==> src/sv/assert_macros.svh <==
`ifndef ASSERT_MACROS_SVH
`define ASSERT_MACROS_SVH

// Same-cycle implication, checked on every rising clock edge outside reset
`define PCS_ASSERT_NOW(label, clk, rst, ante, cons, msg) \
   label: assert property (@(posedge clk) disable iff (rst) (ante) |-> (cons)) \
      else $error(msg);

// Next-cycle implication, checked on every rising clock edge outside reset
`define PCS_ASSERT_NEXT(label, clk, rst, ante, cons, msg) \
   label: assert property (@(posedge clk) disable iff (rst) (ante) |=> (cons)) \
      else $error(msg);

`endif

==> src/sv/pcs_pkg.sv <==
`timescale 1ns / 1ps
`default_nettype none

package pcs_pkg;

   // Run storage depth and the widths that follow from it
   localparam int RUN_DEPTH  = 32;
   localparam int RUN_ADDR_W = $clog2(RUN_DEPTH);
   localparam int RUN_CNT_W  = $clog2(RUN_DEPTH + 1);

   // Printable ASCII window
   localparam logic [7:0] ASCII_LO = 8'h20;
   localparam logic [7:0] ASCII_HI = 8'h7E;

   // Letters whose form also depends on the previous byte
   localparam logic [7:0] CH_EIN   = 8'd218;
   localparam logic [7:0] CH_GHEIN = 8'd219;
   localparam logic [7:0] CH_HE    = 8'd229;
   localparam logic [7:0] CH_ALEF  = 8'd199;
   localparam logic [7:0] CH_YE    = 8'd237;

   typedef enum logic [2:0] {
      ST_IDLE,
      ST_FLUSH_RD,
      ST_FLUSH_PUSH,
      ST_STORE,
      ST_PUSH,
      ST_FINAL
   } seq_state_type;

   // One word handed from the sequencer to the shaper
   typedef struct packed {
      logic       valid;
      logic [7:0] data;
      logic       split;
      logic       close;
   } push_type;

   // Run memory access
   typedef struct packed {
      logic                  wr_en;
      logic [RUN_ADDR_W-1:0] wr_addr;
      logic [7:0]            wr_data;
      logic                  rd_en;
      logic [RUN_ADDR_W-1:0] rd_addr;
   } mem_req_type;

   typedef struct packed {
      logic       hit;
      logic [7:0] iso_code;
      logic [7:0] join_code;
   } letter_type;

   function automatic letter_type letter_lookup(input logic [7:0] b);
      letter_type r;
      unique case (b)
         8'hC2: r = '{1'b1, 8'h8D, 8'h8D};
         8'hC8: r = '{1'b1, 8'h92, 8'h93};
         8'h81: r = '{1'b1, 8'h94, 8'h95};
         8'hCA: r = '{1'b1, 8'h96, 8'h97};
         8'hCB: r = '{1'b1, 8'h98, 8'h99};
         8'hCC: r = '{1'b1, 8'h9A, 8'h9B};
         8'h8D: r = '{1'b1, 8'h9C, 8'h9D};
         8'hCD: r = '{1'b1, 8'h9E, 8'h9F};
         8'hCE: r = '{1'b1, 8'hA0, 8'hA1};
         8'hCF: r = '{1'b1, 8'hA2, 8'hA2};
         8'hD0: r = '{1'b1, 8'hA3, 8'hA3};
         8'hD1: r = '{1'b1, 8'hA4, 8'hA4};
         8'hD2: r = '{1'b1, 8'hA5, 8'hA5};
         8'h8E: r = '{1'b1, 8'hA6, 8'hA6};
         8'hD3: r = '{1'b1, 8'hA7, 8'hA8};
         8'hD4: r = '{1'b1, 8'hA9, 8'hAA};
         8'hD5: r = '{1'b1, 8'hAB, 8'hAC};
         8'hD6: r = '{1'b1, 8'hAD, 8'hAE};
         8'hD8: r = '{1'b1, 8'hAF, 8'hAF};
         8'hD9: r = '{1'b1, 8'hE0, 8'hE0};
         8'hDD: r = '{1'b1, 8'hE9, 8'hEA};
         8'hDE: r = '{1'b1, 8'hEB, 8'hEC};
         8'h98: r = '{1'b1, 8'hED, 8'hEE};
         8'h90: r = '{1'b1, 8'hEF, 8'hF0};
         8'hE1: r = '{1'b1, 8'hF1, 8'hF3};
         8'hE3: r = '{1'b1, 8'hF4, 8'hF5};
         8'hE4: r = '{1'b1, 8'hF6, 8'hF7};
         8'hE6: r = '{1'b1, 8'hF8, 8'hF8};
         8'h80: r = '{1'b1, 8'h80, 8'h80};
         8'h8A: r = '{1'b1, 8'h81, 8'h81};
         8'h82: r = '{1'b1, 8'h82, 8'h82};
         8'h83: r = '{1'b1, 8'h83, 8'h83};
         8'h84: r = '{1'b1, 8'h84, 8'h84};
         8'h85: r = '{1'b1, 8'h85, 8'h85};
         8'h86: r = '{1'b1, 8'h86, 8'h86};
         8'h87: r = '{1'b1, 8'h87, 8'h87};
         8'h88: r = '{1'b1, 8'h88, 8'h88};
         8'h89: r = '{1'b1, 8'h89, 8'h89};
         8'h20: r = '{1'b1, 8'h20, 8'h20};
         8'hA1: r = '{1'b1, 8'h8A, 8'h8A};
         8'hC1: r = '{1'b1, 8'h8F, 8'h8E};
         default: r = '{1'b0, 8'h00, 8'h00};
      endcase
      return r;
   endfunction

   // Bytes that connect to the letter before them
   function automatic logic joins_before(input logic [7:0] b);
      logic r;
      case (b) inside
         8'hC2, 8'hC7, 8'hC8, 8'h81, 8'hCA, 8'hCB, 8'hCC, 8'h8D, 8'hCD, 8'hCE,
         8'hCF, 8'hD0, 8'hD1, 8'hD2, 8'h8E, 8'hD3, 8'hD4, 8'hD5, 8'hD6, 8'hD8,
         8'hD9, 8'hDD, 8'hDE, 8'h98, 8'h90, 8'hE1, 8'hE3, 8'hE4, 8'hE6, 8'hDA,
         8'hDB, 8'hED, 8'hE5, 8'hC1: r = 1'b1;
         default: r = 1'b0;
      endcase
      return r;
   endfunction

   // Bytes that connect to the letter after them
   function automatic logic joins_after(input logic [7:0] b);
      logic r;
      case (b) inside
         8'hC8, 8'h81, 8'hCA, 8'hCB, 8'hCC, 8'h8D, 8'hCD, 8'hCE, 8'hD3, 8'hD4,
         8'hD5, 8'hD6, 8'hD8, 8'hD9, 8'hDA, 8'hDB, 8'hDD, 8'hDE, 8'h98, 8'h90,
         8'hE1, 8'hE3, 8'hE4, 8'hE5, 8'hED, 8'hC1: r = 1'b1;
         default: r = 1'b0;
      endcase
      return r;
   endfunction

   function automatic logic [7:0] shape_byte(input logic [7:0] cur,
                                             input logic [7:0] prev,
                                             input logic [7:0] next);
      logic       jn;
      logic       jp;
      letter_type lt;
      logic [7:0] r;
      jn = joins_before(next);
      jp = joins_after(prev);
      lt = letter_lookup(cur);
      if (lt.hit) begin
         r = jn ? lt.join_code : lt.iso_code;
      end else begin
         unique case (cur)
            CH_EIN:   r = jn ? (jp ? 8'd227 : 8'd228) : (jp ? 8'd226 : 8'd225);
            CH_GHEIN: r = jn ? (jp ? 8'd231 : 8'd232) : (jp ? 8'd230 : 8'd229);
            CH_HE:    r = jn ? (jp ? 8'd250 : 8'd251) : 8'd249;
            CH_ALEF:  r = jp ? 8'd145 : 8'd144;
            CH_YE:    r = jn ? 8'd254 : (jp ? 8'd252 : 8'd253);
            default:  r = cur;
         endcase
      end
      return r;
   endfunction

endpackage

`default_nettype wire

==> src/sv/pcs_run_mem.sv <==
`timescale 1ns / 1ps
`default_nettype none

module pcs_run_mem (
   input  wire logic                clock,
   input  wire pcs_pkg::mem_req_type mem_req,
   output logic [7:0]               rd_data
);
   import pcs_pkg::*;

   logic [7:0] mem [RUN_DEPTH];
   logic [7:0] rd_data_ff;

   // Write port
   always_ff @(posedge clock) begin
      if (mem_req.wr_en) begin
         mem[mem_req.wr_addr] <= mem_req.wr_data;
      end
   end

   // Registered read port, data holds until the next read
   always_ff @(posedge clock) begin
      if (mem_req.rd_en) begin
         rd_data_ff <= mem[mem_req.rd_addr];
      end
   end

   assign rd_data = rd_data_ff;

endmodule

`default_nettype wire

==> src/sv/pcs_seq.sv <==
`timescale 1ns / 1ps
`default_nettype none
`include "assert_macros.svh"

module pcs_seq (
   input  wire logic                 clock,
   input  wire logic                 reset,
   input  wire logic                 req_tvalid,
   output logic                      req_tready,
   input  wire logic [7:0]           req_tdata,
   input  wire logic                 req_tlast,
   input  wire logic                 csr_we,
   input  wire logic                 csr_wdata,
   output pcs_pkg::push_type         cmd,
   input  wire logic                 cmd_ready,
   output pcs_pkg::mem_req_type      mem_req,
   input  wire logic [7:0]           rd_data
);
   import pcs_pkg::*;

   seq_state_type        state_ff, state_in;
   logic [RUN_CNT_W-1:0] count_ff, count_in;
   logic [7:0]           byte_ff, byte_in;
   logic                 split_ff, split_in;
   logic                 store_pend_ff, store_pend_in;
   logic                 push_pend_ff, push_pend_in;
   logic                 last_pend_ff, last_pend_in;
   logic                 rev_ff, rev_in;

   logic                 printable;
   logic                 store_mode;
   logic                 need_flush;
   logic [RUN_CNT_W-1:0] count_dec;
   seq_state_type        after_flush;

   assign printable  = (req_tdata >= ASCII_LO) && (req_tdata <= ASCII_HI);
   assign store_mode = rev_ff && printable;
   assign need_flush = store_mode ? (count_ff == RUN_CNT_W'(RUN_DEPTH))
                                  : (count_ff != '0);
   assign count_dec  = count_ff - 1'b1;

   // Pick the step that follows a finished flush
   always_comb begin
      if (store_pend_ff) begin
         after_flush = ST_STORE;
      end else if (push_pend_ff) begin
         after_flush = ST_PUSH;
      end else if (last_pend_ff) begin
         after_flush = ST_FINAL;
      end else begin
         after_flush = ST_IDLE;
      end
   end

   // Next state
   always_comb begin
      state_in = state_ff;
      unique case (state_ff)
         ST_IDLE: begin
            if (req_tvalid) begin
               if (need_flush) begin
                  state_in = ST_FLUSH_RD;
               end else if (store_mode) begin
                  state_in = ST_STORE;
               end else begin
                  state_in = ST_PUSH;
               end
            end
         end
         ST_FLUSH_RD: state_in = ST_FLUSH_PUSH;
         ST_FLUSH_PUSH: begin
            if (cmd_ready) begin
               state_in = (count_ff != '0) ? ST_FLUSH_RD : after_flush;
            end
         end
         ST_STORE: state_in = last_pend_ff ? ST_FLUSH_RD : ST_IDLE;
         ST_PUSH: begin
            if (cmd_ready) begin
               state_in = last_pend_ff ? ST_FINAL : ST_IDLE;
            end
         end
         ST_FINAL: begin
            if (cmd_ready) begin
               state_in = ST_IDLE;
            end
         end
         default: state_in = ST_IDLE;
      endcase
   end

   // Outputs: handshake, memory access and shaper word
   always_comb begin
      req_tready      = (state_ff == ST_IDLE);
      mem_req         = '0;
      cmd             = '0;
      unique case (state_ff)
         ST_STORE: begin
            mem_req.wr_en   = 1'b1;
            mem_req.wr_addr = count_ff[RUN_ADDR_W-1:0];
            mem_req.wr_data = byte_ff;
         end
         ST_FLUSH_RD: begin
            mem_req.rd_en   = 1'b1;
            mem_req.rd_addr = count_dec[RUN_ADDR_W-1:0];
         end
         ST_FLUSH_PUSH: begin
            cmd.valid = 1'b1;
            cmd.data  = rd_data;
            cmd.split = split_ff;
         end
         ST_PUSH: begin
            cmd.valid = 1'b1;
            cmd.data  = byte_ff;
         end
         ST_FINAL: begin
            cmd.valid = 1'b1;
            cmd.close = 1'b1;
         end
         default: ;
      endcase
   end

   // Datapath and pending-step flags
   always_comb begin
      count_in      = count_ff;
      byte_in       = byte_ff;
      split_in      = split_ff;
      store_pend_in = store_pend_ff;
      push_pend_in  = push_pend_ff;
      last_pend_in  = last_pend_ff;
      rev_in        = csr_we ? csr_wdata : rev_ff;
      unique case (state_ff)
         ST_IDLE: begin
            if (req_tvalid) begin
               byte_in       = req_tdata;
               last_pend_in  = req_tlast;
               store_pend_in = store_mode;
               push_pend_in  = !store_mode;
               split_in      = store_mode;
            end
         end
         ST_FLUSH_RD: count_in = count_dec;
         ST_STORE: begin
            count_in      = count_ff + 1'b1;
            store_pend_in = 1'b0;
            if (last_pend_ff) begin
               split_in = 1'b0;
            end
         end
         ST_PUSH: begin
            if (cmd_ready) begin
               push_pend_in = 1'b0;
            end
         end
         ST_FINAL: begin
            if (cmd_ready) begin
               last_pend_in = 1'b0;
            end
         end
         default: ;
      endcase
   end

   always_ff @(posedge clock) begin
      if (reset) begin
         state_ff      <= ST_IDLE;
         count_ff      <= '0;
         split_ff      <= 1'b0;
         store_pend_ff <= 1'b0;
         push_pend_ff  <= 1'b0;
         last_pend_ff  <= 1'b0;
         rev_ff        <= 1'b1;
      end else begin
         state_ff      <= state_in;
         count_ff      <= count_in;
         split_ff      <= split_in;
         store_pend_ff <= store_pend_in;
         push_pend_ff  <= push_pend_in;
         last_pend_ff  <= last_pend_in;
         rev_ff        <= rev_in;
      end
   end

   always_ff @(posedge clock) begin
      byte_ff <= byte_in;
   end

   `PCS_ASSERT_NOW(a_count_bound, clock, reset, 1'b1, count_ff <= RUN_CNT_W'(RUN_DEPTH), "run count above depth")
   `PCS_ASSERT_NOW(a_flush_nonempty, clock, reset, state_ff == ST_FLUSH_RD, count_ff != '0, "flush read with empty run")
   `PCS_ASSERT_NEXT(a_store_count, clock, reset, state_ff == ST_STORE, count_ff == RUN_CNT_W'($past(count_ff) + 1'b1), "store did not advance run count")

endmodule

`default_nettype wire

==> src/sv/pcs_shaper.sv <==
`timescale 1ns / 1ps
`default_nettype none
`include "assert_macros.svh"

module pcs_shaper (
   input  wire logic              clock,
   input  wire logic              reset,
   input  wire pcs_pkg::push_type cmd,
   output logic                   cmd_ready,
   output logic                   rsp_tvalid,
   input  wire logic              rsp_tready,
   output logic [7:0]             rsp_tdata,
   output logic                   rsp_tlast,
   output logic                   rsp_tuser
);
   import pcs_pkg::*;

   logic [7:0] held_ff, held_in;
   logic       held_valid_ff, held_valid_in;
   logic [7:0] before_ff, before_in;
   logic       held_split_ff, held_split_in;

   logic       rsp_valid_ff, rsp_valid_in;
   logic [7:0] rsp_data_ff, rsp_data_in;
   logic       rsp_last_ff, rsp_last_in;
   logic       rsp_split_ff, rsp_split_in;

   logic       slot_free;
   logic       fire;
   logic       emit;
   logic [7:0] next_byte;

   // A held byte leaves only when the output register can take it
   assign slot_free = !rsp_valid_ff || rsp_tready;
   assign cmd_ready = !held_valid_ff || slot_free;
   assign fire      = cmd.valid && cmd_ready;
   assign emit      = fire && held_valid_ff;
   assign next_byte = cmd.close ? 8'h00 : cmd.data;

   // Output register: load on emit, drop when taken
   always_comb begin
      rsp_valid_in = rsp_valid_ff;
      rsp_data_in  = rsp_data_ff;
      rsp_last_in  = rsp_last_ff;
      rsp_split_in = rsp_split_ff;
      if (emit) begin
         rsp_valid_in = 1'b1;
         rsp_data_in  = shape_byte(held_ff, before_ff, next_byte);
         rsp_last_in  = cmd.close;
         rsp_split_in = held_split_ff;
      end else if (rsp_tready) begin
         rsp_valid_in = 1'b0;
      end
   end

   // Held byte and its predecessor
   always_comb begin
      held_in       = held_ff;
      held_valid_in = held_valid_ff;
      before_in     = before_ff;
      held_split_in = held_split_ff;
      if (fire) begin
         if (cmd.close) begin
            held_in       = 8'h00;
            held_valid_in = 1'b0;
            before_in     = 8'h00;
            held_split_in = 1'b0;
         end else begin
            if (held_valid_ff) begin
               before_in = held_ff;
            end
            held_in       = cmd.data;
            held_valid_in = 1'b1;
            held_split_in = cmd.split;
         end
      end
   end

   always_ff @(posedge clock) begin
      if (reset) begin
         held_ff       <= 8'h00;
         held_valid_ff <= 1'b0;
         before_ff     <= 8'h00;
         held_split_ff <= 1'b0;
         rsp_valid_ff  <= 1'b0;
      end else begin
         held_ff       <= held_in;
         held_valid_ff <= held_valid_in;
         before_ff     <= before_in;
         held_split_ff <= held_split_in;
         rsp_valid_ff  <= rsp_valid_in;
      end
   end

   always_ff @(posedge clock) begin
      rsp_data_ff  <= rsp_data_in;
      rsp_last_ff  <= rsp_last_in;
      rsp_split_ff <= rsp_split_in;
   end

   assign rsp_tvalid = rsp_valid_ff;
   assign rsp_tdata  = rsp_data_ff;
   assign rsp_tlast  = rsp_last_ff;
   assign rsp_tuser  = rsp_split_ff;

   `PCS_ASSERT_NEXT(a_close_clears, clock, reset, fire && cmd.close, !held_valid_ff && (before_ff == 8'h00), "string end left context behind")

endmodule

`default_nettype wire

==> src/sv/persian_contextual_shaper_top.sv <==
// Persian contextual shaper: Windows-1256 text bytes in, Persian DOS code
// page bytes out, shaped by their neighbors.
// Input channel req_*: one text byte per word, req_tlast on the last byte of
// a string. Output channel rsp_*: one shaped byte per word, rsp_tlast on the
// last byte of the string, rsp_tuser set for bytes of a run flushed early
// because the run memory was full.
// csr_we/csr_wdata write reverse_runs (reset 1); write only while idle.
// A byte may flush run bytes first (a full run, or a run closed by a byte that
// is not stored); a string end flushes the run and adds a closing word.
// Each flushed byte is read from the registered run memory, then handed on.
// req_tready is high only while idle, so a new byte waits for the last to finish.
// Output: a byte is shown once its successor (or string end) is known, in the
// cycle after the shaper takes that successor.
// Reset: clears the run count, the held byte and the output register;
// the run memory needs no clearing since only stored entries are read.
// Stall: the output register holds its word while rsp_tready is low; one
// more byte may move into the shaper, then the sequencer waits with its
// word and req_tready stays low. Printable bytes still go into the run
// memory until one of them needs a flush.
`timescale 1ns / 1ps
`default_nettype none

module persian_contextual_shaper_top (
   input  wire logic       clock,
   input  wire logic       reset,
   input  wire logic       req_tvalid,
   output logic            req_tready,
   input  wire logic [7:0] req_tdata,   // [7:0] in_byte
   input  wire logic       req_tlast,
   output logic            rsp_tvalid,
   input  wire logic       rsp_tready,
   output logic [7:0]      rsp_tdata,   // [7:0] out_byte
   output logic            rsp_tlast,
   output logic            rsp_tuser,   // [0] run_split
   input  wire logic       csr_we,
   input  wire logic       csr_wdata
);
   import pcs_pkg::*;

   push_type    cmd;
   logic        cmd_ready;
   mem_req_type mem_req;
   logic [7:0]  rd_data;

   pcs_seq u_seq (
      .clock      (clock),
      .reset      (reset),
      .req_tvalid (req_tvalid),
      .req_tready (req_tready),
      .req_tdata  (req_tdata),
      .req_tlast  (req_tlast),
      .csr_we     (csr_we),
      .csr_wdata  (csr_wdata),
      .cmd        (cmd),
      .cmd_ready  (cmd_ready),
      .mem_req    (mem_req),
      .rd_data    (rd_data)
   );

   pcs_run_mem u_run_mem (
      .clock   (clock),
      .mem_req (mem_req),
      .rd_data (rd_data)
   );

   pcs_shaper u_shaper (
      .clock      (clock),
      .reset      (reset),
      .cmd        (cmd),
      .cmd_ready  (cmd_ready),
      .rsp_tvalid (rsp_tvalid),
      .rsp_tready (rsp_tready),
      .rsp_tdata  (rsp_tdata),
      .rsp_tlast  (rsp_tlast),
      .rsp_tuser  (rsp_tuser)
   );

endmodule

`default_nettype wire

==> config.mk <==
export PLATFORM = sky130hd
export DESIGN_NAME = persian_contextual_shaper_top
export DESIGN_NICKNAME = d
export VERILOG_FILES = /design/src/sv/pcs_pkg.sv /design/src/sv/pcs_run_mem.sv /design/src/sv/pcs_seq.sv /design/src/sv/pcs_shaper.sv /design/src/sv/persian_contextual_shaper_top.sv
export VERILOG_INCLUDE_DIRS = /design/src /design/src/sv
export SDC_FILE = /design/constraint.sdc
export NUM_CORES = 1
export LEC_CHECK = 0
export BUFFER_PORTS_ARGS = -buffer_cell sky130_fd_sc_hd__buf_4
export CORE_UTILIZATION = 55
export DETAILED_ROUTE_END_ITERATION = 8
export HOLD_SLACK_MARGIN = 0.03
export PLACE_DENSITY = 0.71
export SYNTH_ARGS = -nofsm -noshare
export SYNTH_HDL_FRONTEND = slang
export SYNTH_SLANG_ARGS = --single-unit
==> constraint.sdc <==
create_clock -name clock -period 3.7 [get_ports clock]
set_input_delay 0.37 -clock clock [delete_from_list [all_inputs] [get_ports clock]]
set_output_delay 0.37 -clock clock [all_outputs]
set_load 0.05 [all_outputs]
==> results.tsv <==
metric	value	unit
Final Instance Area	0.0163	mm^2
initial drt markers	1308	
Async SR Flop Fraction	0	%
complex-gate fraction of the synthesized area	13.3	%
worst path arrival time	3.67	ns
class of the worst hold path	primary input to flop	
fin nets	1227	
pin count of the biggest net entering global routing	67	
placed cells	1497	
post-synthesis xor/xnor area fraction	0.595	%
H-Tree Depth	1	
first-pass GRT wire length	56600	um
cell accounting for the most synthesized area	edfxtp_1	
Worst Tran Pin Value	1.28	ns
clock buffer depth	3	
commonest non-fill, non-tap cells in the layout	edfxtp_1 (282), nor2_1 (113), nand2_1 (98)	
gpl congestion	0.949	
Layout area overhead	10.9	%
final hold violations	0	
Final period util	91.2	%
synth top area cells	edfxtp_1 (57%), dfxtp_1 (4.5%), mux4_2 (4.3%), nor2_1 (2.9%), nand2_1 (2.5%)	
starting density of the core	56.4	%
Net Sw Frac	35.5	%
post-CTS setup buffer count	0	
status	complete, no violations	
Avg Vias per Cell	6.49	
diode count	0	
Post-Layout Cell Count	1563	
I/O pins	27	
hold path depth	3	
top sig layer	met4	
vias in the first global route	9759	
DR pass1 iterations	5	
GRT Total Usage	26.8	%
initial antenna violation count	0	
CP endpoint kind	flop	
Worst-path clk slew	0.06	ns
Root Buffer	clkbuf_16	
total gr overflow	0	
clk sinks	315	
Max Cap Viol	0	
crit path buf inv count	2	
worst skew pair latency	0.56	ns
number of flops mapped to enable cells by yosys	282	
Setup Viol. Count Final	0	
Cells after Synth	1170	
Die Area	0.0274	mm^2
Post-Syn Area	0.0147	mm^2
WS Path Type	flop to flop	
wire length on met3	3010	um
Adder-Cell Fraction of Synth Area	0.663	%
Routed WL per cell	23.4	um
Post-DP Area	0.0153	mm^2
fillers	2056	
IO Port Bufs	26	
crit-path most repeated cell	o22ai_1	
Die X	166	um
Synth top area share	57.5	%
detailed-route via count	10137	
syn avg cell area	12.6	um^2
data required time of the worst path	3.99	ns
Net Switching	3.87	mW
routed length on met2	17600	um
Worst Skew	0.00840	ns
r2r worst-path depth	14	
Core Region	0.0261	mm^2
post-synthesis cell type count	93	
largest family of logic cells by synthesized area	simple AND/OR/NAND/NOR gates	
TritonCTS buffer count	31	
worst hold slack	0.0725	ns
Pwr per Cell Area	668	mW/mm^2
cell leakage power	5.12	nW
part of the power in registers	38.5	%
ys flop type	edfxtp_1	
CP max stage cell	dfxtp_1	
Slowest Stage Delay on Critical Path	0.67	ns
Post-DP HPWL	23700	um
combinational share of power	34.7	%
max-slew violations	0	
setup tns final	0	ns
worst-path cell chain	inv_2 -> a32o_2 -> o41a_1 -> o31ai_2 -> and3_2 -> nand2_2 -> inv_1 -> ha_1 -> nor2_1 -> a21oi_1 -> o22ai_1 -> a41o_1 -> a211oi_1 -> o22ai_1	
wire length on met1	14900	um
final wirelength	36500	um
Die Ht	166	um
row count	59	
Yosys reg bits	315	
critical path depth	14	
peak supply drop	0.000516	V
layout cells sized above 1	15.9	%
P_int	7.04	mW
delay-heaviest family, CP	compound AO/OA/AOI/OAI gates	
unrepaired setup endpoints after global routing	false	
mux cell area share after synthesis	6.53	%
maximum clock frequency	296	MHz
CP startpoint kind	flop	
sequential share of the synthesized area	62.0	%
minimum clock period	3.37	ns
Warnings, synthesis	0	
Post-Synth Simple-Gate Area	13.4	%
Max-Slew Margin vs Limit	14.5	%
Final ANT Viol Nets	0	
CP max FO	16	
most common library cell in the layout ignoring fill and taps	edfxtp_1	
DRC viols	0	
CTS tree	yes	
clock share of power	26.8	%
Post-Syn Nets	1192	
[final cells by class]
class	instances	area, um^2	share of cell area [%]
clock buffers	46	842	5.16
repair buffers	88	698	4.27
clock inverters	10	87.6	0.536
multi-input cells	751	5080	31.1
inverters	18	70.1	0.429
flip-flops and latches	315	9130	55.9
well taps	335	419	2.57
[worst paths after layout]
kind / startpoint / end / slack (ns)
max: u_seq.state_ff[0] / u_shaper.rsp_tdata[0] / 0.33
min: req_tlast / u_seq.last_pend_ff / 0.07
min reg2reg: u_shaper.held_split_ff / u_shaper.rsp_tuser / 0.43
max reg2reg: u_seq.state_ff[0] / u_shaper.rsp_tdata[0] / 0.33
[worst reg2reg max path, cell delays in order, from the launching register on]
cell,delay [ns]
dfxtp_1,0.67
inv_2,0.22
a32o_2,0.36
o41a_1,0.40
o31ai_2,0.08
and3_2,0.29
nand2_2,0.09
inv_1,0.11
ha_1,0.15
nor2_1,0.04
a21oi_1,0.11
o22ai_1,0.08
a41o_1,0.21
a211oi_1,0.21
o22ai_1,0.10
[cells by family (layout without fill, tap and decap cells)]
group,Yosys count,after routing
flip-flops,315,315
adder cells (fa/ha/maj),8,8
AND/OR/NAND/NOR,390,390
AO/OA/AOI/OAI,284,284
buffers and inverters,104,162
multiplexers,59,59
XOR/XNOR,10,10
[metal layers]
layer	track usage [%]	vias to the layer above
li1	-	4569
met1	37.1	5002
met2	44.0	493
met3	4.06	73
met4	8.09	0
met5	0	-
[repair_timing]
action,in CTS,in global routing
gates resized for setup,0,0
hold buffers,10,0
hold endpoints to repair,9,0
[registers in the layout, indices dropped and copies added (netlist names)]
register and count:
u_run_mem.mem 256, u_run_mem.rd_data 8, u_seq.byte_ff 8, u_seq.count_ff 6
u_seq.last_pend_ff 1, u_seq.push_pend_ff 1, u_seq.rev_ff 1, u_seq.split_ff 1
u_seq.state_ff 3, u_seq.store_pend_ff 1, u_shaper.before_ff 8, u_shaper.held_ff 8
u_shaper.held_split_ff 1, u_shaper.held_valid_ff 1, u_shaper.rsp_tdata 8, u_shaper.rsp_tlast 1
u_shaper.rsp_tuser 1, u_shaper.rsp_tvalid 1
[synthesized netlist by cell type, types with 5 or more instances]
master,instances
o211ai_1,11
o221ai_1,9
a22oi_1,15
and3_1,8
nor3_1,24
nor2b_1,21
o21ai_1,11
xnor2_1,6
a221oi_1,5
nand2b_1,20
buf_6,9
buf_4,10
nand4b_1,6
o22ai_1,15
a211oi_1,22
a21oi_1,63
a31oi_1,11
o31ai_1,9
clkbuf_1,42
buf_1,5
nor2_1,115
or3_1,20
inv_1,16
o32ai_1,5
buf_2,20
a211o_1,6
o21ai_0,52
nand4_1,7
nand2_1,98
nand3_1,24
mux2i_1,26
a2bb2oi_1,7
ha_1,7
dfxtp_1,33
edfxtp_1,282
and2_1,5
mux4_2,28
[through the flow]
step	setup WS (ns)	util (%)	power, mW
floorplan	0.544	-	6.98
global placement	0.435	58.6	7.92
detailed placement	0.363	58.6	7.97
CTS	0.357	62.5	10.9
global route	0.0337	62.5	11.3
finish	0.326	62.5	10.9
[power groups by stage]
stage,clock network (mW),logic (mW),registers [mW]
after floorplan,0,2.80,4.19
after global placement,0,3.66,4.26
after detailed placement,0,3.71,4.26
after CTS,2.95,3.73,4.19
after global routing,3.09,4.05,4.21
final,2.92,3.78,4.20
Note: power is estimated with default switching activity, not from simulation.
